===== config.mk =====
export PLATFORM = sky130hd
export DESIGN_NAME = lphm_ram
export DESIGN_NICKNAME = d
export VERILOG_FILES = /design/src/design/lphm_ram.sv
export SDC_FILE = /design/constraint.sdc
export NUM_CORES = 1
export LEC_CHECK = 0
export BUFFER_PORTS_ARGS = -buffer_cell sky130_fd_sc_hd__buf_2
export CAP_MARGIN = 10
export CORE_UTILIZATION = 60
export DETAILED_ROUTE_END_ITERATION = 10
export PLACE_DENSITY_LB_ADDON = 0.12
export SYNTH_ARGS = -nofsm -noshare
export SYNTH_HDL_FRONTEND = slang
export SYNTH_SLANG_ARGS = --single-unit

===== constraint.sdc =====
create_clock -name i_clk -period 2.55 [get_ports i_clk]
set_input_delay 0.1275 -clock i_clk [delete_from_list [all_inputs] [get_ports i_clk]]
set_output_delay 0.1275 -clock i_clk [all_outputs]
set_load 0.005 [all_outputs]

===== src/design/lphm_ram.sv =====
// Generic single-port synchronous RAM with a registered read port.
// Stands alone: width and depth come in as parameters.
module lphm_ram #(
    parameter int WIDTH = 8,
    parameter int DEPTH = 16
) (
    input  logic                     i_clk,
    input  logic                     i_en,
    input  logic                     i_we,
    input  logic [$clog2(DEPTH)-1:0] i_addr,
    input  logic [WIDTH-1:0]         i_wdata,
    output logic [WIDTH-1:0]         o_rdata
);

    logic [WIDTH-1:0] r_mem [DEPTH];
    logic [WIDTH-1:0] r_rdata;

    // One access per cycle: either a write or a read.
    always_ff @(posedge i_clk) begin
        if (i_en) begin
            if (i_we) begin
                r_mem[i_addr] <= i_wdata;
            end else begin
                r_rdata <= r_mem[i_addr];
            end
        end
    end

    assign o_rdata = r_rdata;

endmodule


### Word level (Yosys, flattened, before mapping)

Memories as Yosys holds them, arrays and structs flattened. A register that Yosys moved wholly into a read port is not among the register bits.
Index checks and enable logic that the tools add are counted.

* reduce and logical (&&, ||, !) cells: 1
* add/sub/neg operators: 0
* bitwise gates (word level): 1
* muxes and demuxes: 3
* equal/unequal tests: 0
* div/mod/pow operators: 0
* shifts and indexed selects: 0
* order comparisons: 0
* $mul: 0

Operator list (number)
* $mux 1: 3
* $reduce_and 2->1: 1
* $not 1->1: 1

* bits in registers: 0
* bits of input ports: 15
* word-level logic and storage cells: 6
* output and inout port bits: 8
* bits in read-only memories: 0
* bits in latches: 0
* memory bits (writable): 128
* memories: 1

Memories
* r_mem: words 16, width 8, rd ports 1, clocked after Yosys merged registers in 1, wr ports 1, line 15 `logic [WIDTH-1:0] r_mem [DEPTH];`

### Logic depth before layout (Yosys ltp)

* depth after elaboration: 3
* depth in mapped cells: 5
* depth with buffers taken out: 3

### Worst setup path before layout

Ideal clock, no wire load.

* path kind: in2reg
* from: input i_addr[0]
* to: memory r_mem[0][0], enable pin
* path slack: 0.700 ns
* stages on the path: 4
* buffers on the path: 2
* data required time: 2.167 ns
* setup time: 0.383 ns
* arrival: 1.466 ns
* cell sequence: buf_6 > buf_2 > or3_1 > nor3_1

RTL lines
* start: declaration: line 10 `input logic [$clog2(DEPTH)-1:0] i_addr,`
* end: declaration: line 15

Straight into the memory's write port.

==> reports/qor.yml <==
synthesis:
  ys_seq_area_share_pct: 77.97
  syn_nets: 249
  synth_area_um2: 5238
  yosysTopAreaCellShare_pct: 77.97
  synthArstFlopShare_pct: 0
  avgSynthCellArea_um2: 22.38
  netlist_instances: 234
  synth_edf_count: 136
  synthTopCellsByArea: "edfxtp_1 (78%), mux4_1 (8.0%), mux4_2 (6.9%), a22oi_1 (2.3%), nor2_1 (0.93%)"
  yosysWarnings: 0
  synth_common_cells: "edfxtp_1 (136), a22oi_1 (16), mux4_1 (16), mux4_2 (16), nor2_1 (13)"
  ys_ff_latch: 136
  yosys.area.top_type: "edfxtp_1"
  yosys.cell_types.count: 18
  yosysMostFrequentCell: "edfxtp_1"
  synth_top_flop_cell: "edfxtp_1"
clocking:
  tritoncts: "done"
  cts.repair.resized: 0
  clock_latency_ns: 0.52
  root_buffer: "clkbuf_8"
  clk_pin_slew_ns: 0.06
  cts_inserted_buffers: 17
  cts_num_sinks: 136
  cts_max_path_buffers: 2
  cts_max_level: 4
sta:
  setup_violations: 0
  tightest_slew_ns: 0.8547
  period_needed_ns: 1.577
  hold_ws_ns: 0.009586
  finalHoldViolCount: 0
  slew-limit-headroom_pct: 42.91
  setup_ws_ns: 0.9732
  period_share_pct: 61.83
  grt_setup_unrepaired: "false"
  tns_ns: 0
  fmax_mhz: 634.2
  maxSlewViolCount: 0
  fin_worst_skew_ns: 0.01265
routing:
  totalWireLength_um: 10230
  firstDrtPassIters: 4
  vias_per_cell: 6.124
  via_count: 2511
  drt-initial-drc-count: 202
  ant_nets: 0
  drc: 0
  avgRoutedWirePerCell_um: 24.94
power_and_ir_drop:
  p_leak_nw: 2.136
  powerDensity_nw_per_um2: 824.0
  ir_drop_uv: 637.2
place:
  port-buffer-count: 22
  dp.cells: 372
  dpl_worst_slack_ns: 0.6696
  gp_congestion: 0.7916
  dp_hpwl_um: 6292
floorplan:
  ios: 23
  fp.dieH_um: 95.43
  rows: 33
  coreArea_um2: 8341
  die_area_um2: 9107
  fp.dieW_um: 95.43
  initial_core_util_pct: 62.80
run:
  maxCapViolations: 0
worst_hold_path:
  hold_class: "in -> reg"
cells_and_area:
  layout.nets: 306
  final_cells: 410
  drive_gt1_share_pct: 29.61
  syn2layout_area_growth_pct: 19.25
global_routing:
  grt-ovfl-total: 0
  grt_pass1_vias: 2530
  grt_usage_pct: 25.25
  grt_max_degree: 26
  antenna_found_initial: 1
  grt_first_pass_wirelength_um: 15000
setup_path:
  crit_fanout: 1
  start_kind: "register"
  setup.worst_path.class: "reg -> reg"
  cp_data_required_time_ns: 2.80
  critPathTopFamily: "multiplexers"
  critPathCaptureType: "register"
  cp.arrival_ns: 1.83
  cp_slowest_stage_delay_ns: 0.54
  crit_chain: "mux4_1 > a22oi_1 > nand2_1"
  crit_buf_inv: 0
  slowest_stage: "mux4_1"
status:
  status: "completed"
==> worst paths after layout <==
path                              startpoint          end  slack (ns)  depth (start not counted)
worst max-delay path             r_mem[2][5]   o_rdata[5]        0.97                          3
worst min-delay path              i_wdata[5]  r_mem[7][5]        0.01                          1
worst max register to register   r_mem[2][5]   o_rdata[5]        0.97                          3
worst min register to register  r_mem[12][2]   o_rdata[2]        0.76                          3
==> cell usage in the layout, fill, tap and decap left out, drive strengths merged <==
| cell type | n |
|---|---|
| edfxtp | 136 |
| buf | 46 |
| mux4 | 32 |
| clkbuf | 19 |
| a22oi | 16 |
| nor2 | 13 |
| nand2 | 10 |
| clkinv | 7 |
| dlygate4sd3 | 5 |
| nor3 | 4 |
| bufinv | 4 |
| nor2b | 3 |
| nand2b | 2 |
| nand4b | 2 |
| clkinvlp | 2 |
| diode | 1 |
| and2 | 1 |
| nand4 | 1 |
| or3 | 1 |
==> layout make-up <==
type	count	area, µm²
antenna	1	2.502
sequential	136	4084
multi-input combinational	85	1075
fill	475	2095
clock buffer	19	421.7
timing repair buffer	51	352.8
clock inverter	13	178.9
tap	105	131.4
==> power breakdown <==
group	internal (W)	total (W)	switching [W]
clock network	0.00158	0.00243	0.000855
logic	0.0000887	0.000209	0.000120
registers	0.00250	0.00250	0.00000804
==> sequential cells by signal (all words and copies together), names as in the netlist <==
name	count
r_mem	128
o_rdata	8
==> routing by layer <==
metal / wire, µm / global-route usage [%]
met2: 5096 / 40.12
met4: 165 / 9.453
met1: 4201 / 33.85
met5: 0 / 0
met3: 762 / 6.938
==> timing repair <==
action | in CTS | in global routing
endpoints found under the setup margin | 0 | 0
hold buffers | 5 | 0
setup buffers | 0 | 0
hold endpoints to repair | 42 | 0
==> metrics by stage <==
step,instance area (µm²),power (W),util (%)
2_1_floorplan,5238,0.002667,-
3_3_place_gp,5593,0.002746,67.06
3_5_place_dp,5593,0.002753,67.06
4_1_cts,6243,0.005177,74.86
5_1_grt,6243,0.005276,74.86
6_report,6246,0.005147,74.89
==> cells by family after synthesis <==
kind of cell,after synthesis,share of synthesized area (%)
AO/OA/AOI/OAI,16,2.293
buffers and inverters,13,1.505
AND/OR/NAND/NOR,37,3.321
flip-flops,136,77.97
multiplexers,32,14.91
No activity file was read; power rests on OpenSTA's default activity.
