### config.mk
export PLATFORM = sky130hd
export DESIGN_NAME = lphm_mix
export DESIGN_NICKNAME = d
export VERILOG_FILES = /design/src/design/lphm_pkg.sv /design/src/design/lphm_mix.sv
export SDC_FILE = /design/constraint.sdc
export NUM_CORES = 2
export LEC_CHECK = 0
export BUFFER_PORTS_ARGS = -buffer_cell sky130_fd_sc_hd__buf_2
export CAP_MARGIN = 30
export CORE_ASPECT_RATIO = 1.4
export CORE_MARGIN = 2
export CORE_UTILIZATION = 40
export DETAILED_ROUTE_END_ITERATION = 8
export PLACE_DENSITY_LB_ADDON = 0.2
export SETUP_SLACK_MARGIN = 0.3
export SKIP_CTS_REPAIR_TIMING = 1
export SYNTH_ARGS = -nofsm -noshare
export SYNTH_HDL_FRONTEND = slang
export SYNTH_SLANG_ARGS = --single-unit
### constraint.sdc
create_clock -name i_clk -period 11.1 [get_ports i_clk]
set_clock_uncertainty 0.2 [all_clocks]
set_input_delay 1.11 -clock i_clk [delete_from_list [all_inputs] [get_ports i_clk]]
set_output_delay 1.11 -clock i_clk [all_outputs]
set_load 0.03 [all_outputs]
### src/design/lphm_pkg.sv
// Shared constants, entry layout and hash unit interface types for the hash map.
// No dependencies; lphm_mix, the hash map top and its checker refer to it by scoped names.
package lphm_pkg;

    // The slot count is a power of two, so the home slot is the low bits of the hash.
    localparam int SLOT_W      = 12;
    localparam int TABLE_SLOTS = 1 << SLOT_W;
    localparam int KEY_W       = 64;
    localparam int VALUE_W     = 12;
    localparam int HALF_W      = KEY_W / 2;
    localparam int MIX_SHIFT   = 33;

    localparam logic [KEY_W-1:0] MIX_MUL_A = 64'hff51afd7ed558ccd;
    localparam logic [KEY_W-1:0] MIX_MUL_B = 64'hc4ceb9fe1a85ec53;

    // One table entry as held in the slot memory.
    typedef struct packed {
        logic               used;
        logic [KEY_W-1:0]   key;
        logic [VALUE_W-1:0] value;
    } t_entry;

    localparam int ENTRY_W = $bits(t_entry);

    // Request to the hash unit.
    typedef struct packed {
        logic             start;
        logic [KEY_W-1:0] key;
    } t_mix_req;

    // Response from the hash unit.
    typedef struct packed {
        logic              done;
        logic [SLOT_W-1:0] home;
    } t_mix_rsp;

endpackage

### src/design/lphm_mix.sv
// Multi-cycle 64-bit key mixer that yields the home slot of a key.
// Depends on lphm_pkg; each 64-bit product is built from three 32x32 partial products.
module lphm_mix (
    input  logic              i_clk,
    input  logic              i_rst_n,
    input  lphm_pkg::t_mix_req i_req,
    output lphm_pkg::t_mix_rsp o_rsp
);

    typedef enum logic [2:0] {
        MIX_IDLE,
        MIX_LO,
        MIX_CROSS_A,
        MIX_CROSS_B,
        MIX_SUM
    } t_mix_state;

    t_mix_state                     r_state;
    logic                           r_round;
    logic                           r_done;
    logic [lphm_pkg::KEY_W-1:0]     r_x;
    logic [lphm_pkg::KEY_W-1:0]     r_p0;
    logic [lphm_pkg::HALF_W-1:0]    r_cross;

    logic [lphm_pkg::KEY_W-1:0]     w_const;
    logic [lphm_pkg::HALF_W-1:0]    w_op_a;
    logic [lphm_pkg::HALF_W-1:0]    w_op_b;
    logic [lphm_pkg::KEY_W-1:0]     w_prod;
    logic [lphm_pkg::KEY_W-1:0]     w_sum;
    logic [lphm_pkg::KEY_W-1:0]     n_x;

    // Operand selection for the shared 32x32 multiplier.
    always_comb begin
        w_const = r_round ? lphm_pkg::MIX_MUL_B : lphm_pkg::MIX_MUL_A;
        w_op_a  = (r_state == MIX_CROSS_B) ? r_x[lphm_pkg::KEY_W-1:lphm_pkg::HALF_W]
                                           : r_x[lphm_pkg::HALF_W-1:0];
        w_op_b  = (r_state == MIX_CROSS_A) ? w_const[lphm_pkg::KEY_W-1:lphm_pkg::HALF_W]
                                           : w_const[lphm_pkg::HALF_W-1:0];
        w_prod  = lphm_pkg::KEY_W'(w_op_a) * lphm_pkg::KEY_W'(w_op_b);
        // The low 64 bits of the full product, followed by the xor-shift.
        w_sum   = r_p0 + {r_cross, {lphm_pkg::HALF_W{1'b0}}};
        n_x     = w_sum ^ (w_sum >> lphm_pkg::MIX_SHIFT);
    end

    // Sequencer: two rounds of low product, two cross products and a final sum.
    always_ff @(posedge i_clk) begin
        if (!i_rst_n) begin
            r_state <= MIX_IDLE;
            r_done  <= 1'b0;
            r_round <= 1'b0;
        end else begin
            r_done <= 1'b0;
            case (r_state)
                MIX_IDLE: begin
                    if (i_req.start) begin
                        r_x     <= i_req.key ^ (i_req.key >> lphm_pkg::MIX_SHIFT);
                        r_round <= 1'b0;
                        r_state <= MIX_LO;
                    end
                end
                MIX_LO: begin
                    r_p0    <= w_prod;
                    r_state <= MIX_CROSS_A;
                end
                MIX_CROSS_A: begin
                    r_cross <= w_prod[lphm_pkg::HALF_W-1:0];
                    r_state <= MIX_CROSS_B;
                end
                MIX_CROSS_B: begin
                    r_cross <= r_cross + w_prod[lphm_pkg::HALF_W-1:0];
                    r_state <= MIX_SUM;
                end
                MIX_SUM: begin
                    r_x <= n_x;
                    if (r_round) begin
                        r_done  <= 1'b1;
                        r_state <= MIX_IDLE;
                    end else begin
                        r_round <= 1'b1;
                        r_state <= MIX_LO;
                    end
                end
                default: begin
                    r_state <= MIX_IDLE;
                end
            endcase
        end
    end

    assign o_rsp.done = r_done;
    assign o_rsp.home = r_x[lphm_pkg::SLOT_W-1:0];

endmodule

; Yosys cells after proc, flatten, opt, wreduce, memory -nomap -nowiden
; Index checks and enable logic that the tools add are counted.
[op_classes]
n_mul = 1
reduce_logical = 8
bitwise = 2
n_eq_ne = 5
addsub = 2
order_cmp = 0
div = 0
mux = 12
shifts = 0
[ops]
columns = op, count
row1 = $pmux W64 S2, 1
row2 = $xor A64 B31 Y64, 2
row3 = $add A64 B64 Y64, 1
row4 = $mul A32 B32 Y64, 1
row5 = $mux W32, 2
row6 = $mux W64, 1
row7 = $pmux W32 S2, 1
row8 = $mux W62, 1
row9 = $add A32 B32 Y32, 1
row10 = $pmux W3 S5, 1
row11 = $reduce_and A2 Y1, 4
row12 = $eq A3 B2 Y1 const B, 2
row13 = $reduce_bool A2 Y1, 2
row14 = $eq A3 B1 Y1 const B, 1
row15 = $eq A3 B3 Y1 const B, 1
row16 = $logic_not A3 Y1, 1
row17 = $mux W1, 3
row18 = $mux W3, 1
row19 = $reduce_and A3 Y1, 1
row20 = $ne A2 B2 Y1 const B, 1
row21 = $pmux W1 S2, 1
[word_totals]
rom_bits = 0
reg_bits = 165
n_memories = 0
mem_bits_rw = 0
elab_cells = 36
out_inout_bits = 13
latchBits = 0

; Logic depth before layout (Yosys ltp)
[logic_depth]
depth_word = 5
mapped_depth = 42
mapped_depth_nobuf = 38

; Least setup slack after synthesis
; Ideal clock, no wire load.
[synth_timing]
path_type = register to register
from = register r_state[1]
to = register r_cross[29] in the netlist's numbering, data pin
n_path_buf = 5
setup_slack_ns = 1.188
path_stages_with_launch = 39
t_arrival_ns = 9.451
path_cell_list = dfxtp_1 > nor2b_1 > nand2b_1 > clkbuf_1 > inv_1 > clkbuf_1 > ha_1 > clkbuf_1 > clkbuf_1 > nand2_1 > inv_1 > fa_1 > fa_1 > fa_1 > inv_1 > fa_1 > inv_1 > fa_1 > [... 3 more ...] > fa_1 > inv_1 > ha_1 > buf_2 > a21o_1 > a21o_1 > a21oi_1 > o21ai_0 > xor2_1 > ha_1 > o21ai_0 > a21oi_1 > o21a_1 > and3_1 > a221o_1 > a221oi_1 > mux2i_1 > a21oi_1
[synth_between]
elab_chain_cells = 5
word_cells_on_any_way = 7
classes_between = add/sub (1) / mul (1) / eq/ne (2) / mux (3)
[synth_lines]
columns = element, line_no
row1 = start: declaration, lphm_mix.sv:18  ; t_mix_state r_state;
row2 = start signal: assignment, lphm_mix.sv:48  ; r_state <= MIX_IDLE;
row3 = start signal: assignment, lphm_mix.sv:58  ; r_state <= MIX_LO;
row4 = start signal: assignment, lphm_mix.sv:63  ; r_state <= MIX_CROSS_A;
row5 = "$eq A3 B2 Y1, on equally long branches", "lphm_mix.sv:35, lphm_mix.sv:37"
row6 = "$mux W32, on equally long branches", "lphm_mix.sv:35, lphm_mix.sv:37"
row7 = $mul A32 B32 Y64 *, lphm_mix.sv:39  ; w_prod = lphm_pkg::KEY_W'(w_op_a) * lphm_pkg::KEY_W'(w_op_b);
row8 = "named net w_prod, one bit", lphm_mix.sv:28  ; logic [lphm_pkg::KEY_W-1:0] w_prod;
row9 = $add A32 B32 Y32 *, lphm_mix.sv:70  ; r_cross <= r_cross + w_prod[lphm_pkg::HALF_W-1:0];
row10 = $pmux W32 S2 *, lphm_mix.sv:53  ; case (r_state)
row11 = end signal: assignment, lphm_mix.sv:66  ; r_cross <= w_prod[lphm_pkg::HALF_W-1:0];
row12 = end signal: assignment, lphm_mix.sv:70
row13 = end: declaration, lphm_mix.sv:23  ; logic [lphm_pkg::HALF_W-1:0] r_cross;
; The timed path passes the listed nets; every way through them passes the cells marked *.
; A chain may end at the register's enable or synchronous reset.

; Worst setup path in the final report
; Same ends and word-level chain as after synthesis.

==> results.sh <==
export IMPL_outcome="finished clean"
export IMPL_numCtsBuffers=17
export IMPL_synth_compound_area_frac=0.07713
export IMPL_wl_um=134000
export IMPL_synth_top_family_by_area="adder cells"
export IMPL_hp_class="register to register"
export IMPL_gr_usage_all_layers=0.2727
export IMPL_syn_nets=5292
export IMPL_fin_hold_ws_ns=0.3408
export IMPL_synth_fa_ha_area_frac=0.5491
export IMPL_max_stage_delay_ns=0.56
export IMPL_fmax_ghz=0.09611
export IMPL_fp_dieH_um=377.1
export IMPL_arrival_ns=10.42
export IMPL_dr_pass1_iters=5
export IMPL_cts_root_buf="clkbuf_16"
export IMPL_r2r_start="r_state[1]"
export IMPL_grt_pass1_vias=31140
export IMPL_worst_slew_pin_slew_ns=0.9550
export IMPL_ys_types=79
export IMPL_grt_max_degree=67
export IMPL_maxSlewViolCount=0
export IMPL_rr_worst_depth=35
export IMPL_cp_data_required_time_ns=11.11
export IMPL_reg2reg_to="r_cross[29]"
export IMPL_tns_ns=0
export IMPL_netlist_area_um2=39780
export IMPL_rsz0062_at_grt="true"
export IMPL_fin_crit_sh=0.9374
export IMPL_vias=27830
export IMPL_cts_htree_levels=4
export IMPL_synthXorXnorAreaFrac=0.03919
export IMPL_start_util=0.4044
export IMPL_ys_seq_elements=165
export IMPL_cpMaxStageDelayCell="fa_1"
export IMPL_syn_area_per_cell_um2=9.952
export IMPL_path_common_cell="fa_1"
export IMPL_synth_edf_count=160
export IMPL_multi_input_area_um2=30820
export IMPL_seq_area_um2=4905
export IMPL_post_route_min_period_ns=10.40
export IMPL_cp_endpoint="r_cross[29]"
export IMPL_cts_sinks=165
export IMPL_path_clk_slew_ns=0.08
export IMPL_syn2layout_area_growth_pct=8.169
export IMPL_drive_gt1_frac=0.07462
export IMPL_min_path_cells=2
export IMPL_post_route_drc_count=0
export IMPL_grt_first_pass_wirelength_um=202300
export IMPL_start_kind="register"
export IMPL_path_class="register to register"
export IMPL_wl_per_cell_um=24.70
export IMPL_ios=80
export IMPL_cts_tree="built"
export IMPL_synthFlopType="edfxtp_1"
export IMPL_initialDrtViolationCount=1547
export IMPL_crit_fanout=22
export IMPL_via_per_inst=5.129
export IMPL_r2r_setup_slack_ns=0.70
export IMPL_insertion_delay_ns=0.46
export IMPL_rows=136
export IMPL_max_cap_viol_count=0
export IMPL_coreArea_um2=98350
export IMPL_synthCells=3997
export IMPL_drtAntennaViolNets=0
export IMPL_grt_ovfl_total=0
export IMPL_dp_hpwl_um=120200
export IMPL_io_buffers=79
export IMPL_end_kind="register"
export IMPL_relSlewSlack=0.3633
export IMPL_antenna_found_initial=0
export IMPL_antenna_cells=0
export IMPL_fp_dieW_um=270.5
export IMPL_num_fill_cells=9772
export IMPL_die_area_um2=102000
export IMPL_finalSetupViolCount=0
export IMPL_synth_mux_area_frac=0.007927
export IMPL_gp_congestion=0.9834
export IMPL_clockBufferDepth=2
export IMPL_ys_seq_area_frac=0.1233
export IMPL_nNetsFinal=5396
export IMPL_startpoint="r_state[1]"
export IMPL_async_flop_share=0
export IMPL_yosys_area_share_simple=0.09745
export IMPL_yosysWarnings=0
export IMPL_hold_viol=0
cell families after synthesis:
group,count (synthesis)
flops,165
xor+xnor,178
other cells,1
mux,31
simple gates,804
compound gates,484
buf+inv,1106
fa+ha+maj,1228
worst min-delay path by stage:
stage | start | endpoint | slack, ns
after global placement | r_p0[31] | r_x[31] | 0.32
after floorplan | r_p0[31] | r_x[31] | 0.28
after global routing | r_p0[31] | r_x[31] | 0.36
final | r_p0[31] | r_x[31] | 0.34
after CTS | r_p0[31] | r_x[31] | 0.35
after detailed placement | r_p0[31] | r_x[31] | 0.34
cells in the final DEF, fill, tap and decap left out, types with 25 or more instances in the layout:
cell type and n:
nor2b_1 37, or2_2 25, o21ai_0 117, xor2_1 88, buf_2 79, nand2_1 254, fa_1 863, buf_4 122
nand2b_1 91, nand3_1 26, edfxtp_1 160, a21oi_1 137, ha_1 362, o21bai_1 32, xnor2_1 83, a21o_1 65
inv_1 981, and2_1 58, nor2_1 205
area by class of cell:
class | instances | area share
clock buffers | 17 | 0.009887
flip-flops and latches | 165 | 0.1140
repair buffers | 204 | 0.03167
well taps | 1311 | 0.03812
clock inverters | 15 | 0.003809
multi-input cells | 2726 | 0.7162
inverters | 987 | 0.08628
flip-flops by register name, indices dropped and copies added (netlist names):
name and flops:
r_cross 32, r_done 1, r_p0 64, r_round 1, r_state 3, r_x 64
worst max-delay path: cells and delay by family, from the launching register on:
family	cells	cell delay, ns
AND/OR/NAND/NOR	9	1.75
AO/OA/AOI/OAI	8	1.80
flip-flops	1	0.46
XOR/XNOR	1	0.32
adder cells (fa/ha/maj)	10	4.46
multiplexers	1	0.22
buffers and inverters	6	0.94
routing by layer:
layer  global-route usage  routed length [um]  vias to the layer above
met4               0.1673               10250                        0
met5                    0                   0                        -
met1               0.3178               50490                    14230
met2               0.4887               68760                      782
met3              0.02005                4488                      297
li1                     -                   -                    12520
synth_stat cells (all sizes together), types with 4 or more instances:
cell / n / area [um2]
a211o: 4 / 35.03
a211oi: 15 / 117.6
a21o: 65 / 488.0
a21oi: 138 / 701.9
a221oi: 5 / 61.31
a311oi: 4 / 35.03
a31o: 4 / 35.04
a31oi: 11 / 68.82
a41oi: 5 / 43.79
and2: 59 / 369.1
and3: 17 / 106.4
and4: 11 / 96.34
buf: 25 / 150.1
clkbuf: 94 / 352.8
clkinv: 4 / 15.01
dfxtp: 5 / 100.1
edfxtp: 160 / 4805
fa: 863 / 17280
ha: 365 / 4567
inv: 983 / 3690
mux2: 4 / 45.04
mux2i: 27 / 270.3
nand2: 259 / 972.2
nand2b: 92 / 575.6
nand3: 26 / 130.1
nand3b: 6 / 45.04
nand4: 20 / 125.1
nor2: 206 / 773.2
nor2b: 39 / 244.0
nor3: 18 / 90.09
nor3b: 4 / 30.03
o211ai: 9 / 67.56
o21a: 16 / 120.1
o21ai: 134 / 670.6
o21bai: 32 / 240.2
o31a: 4 / 35.03
o31ai: 9 / 77.57
or2: 26 / 162.7
or3: 10 / 62.56
xnor2: 85 / 744.5
xor2: 93 / 814.5
per-stage QoR:
| stage | setup slack (ns) | cell area (um2) | std cells | utilization |
|---|---|---|---|---|
| after detailed placement | 0.3026 | 42310 | 5390 | 0.4302 |
| final | 0.6950 | 43030 | 5425 | 0.4375 |
| after global routing | 0.2263 | 43030 | 5425 | 0.4375 |
| after CTS | 0.2475 | 42900 | 5422 | 0.4362 |
| after floorplan | 1.188 | 39780 | 3997 | - |
| after global placement | 0.2003 | 42270 | 5387 | 0.4298 |
Power is left out: the tool's default activity adds up to more than one toggle a clock period on the data nets, which glitch-free logic cannot reach.
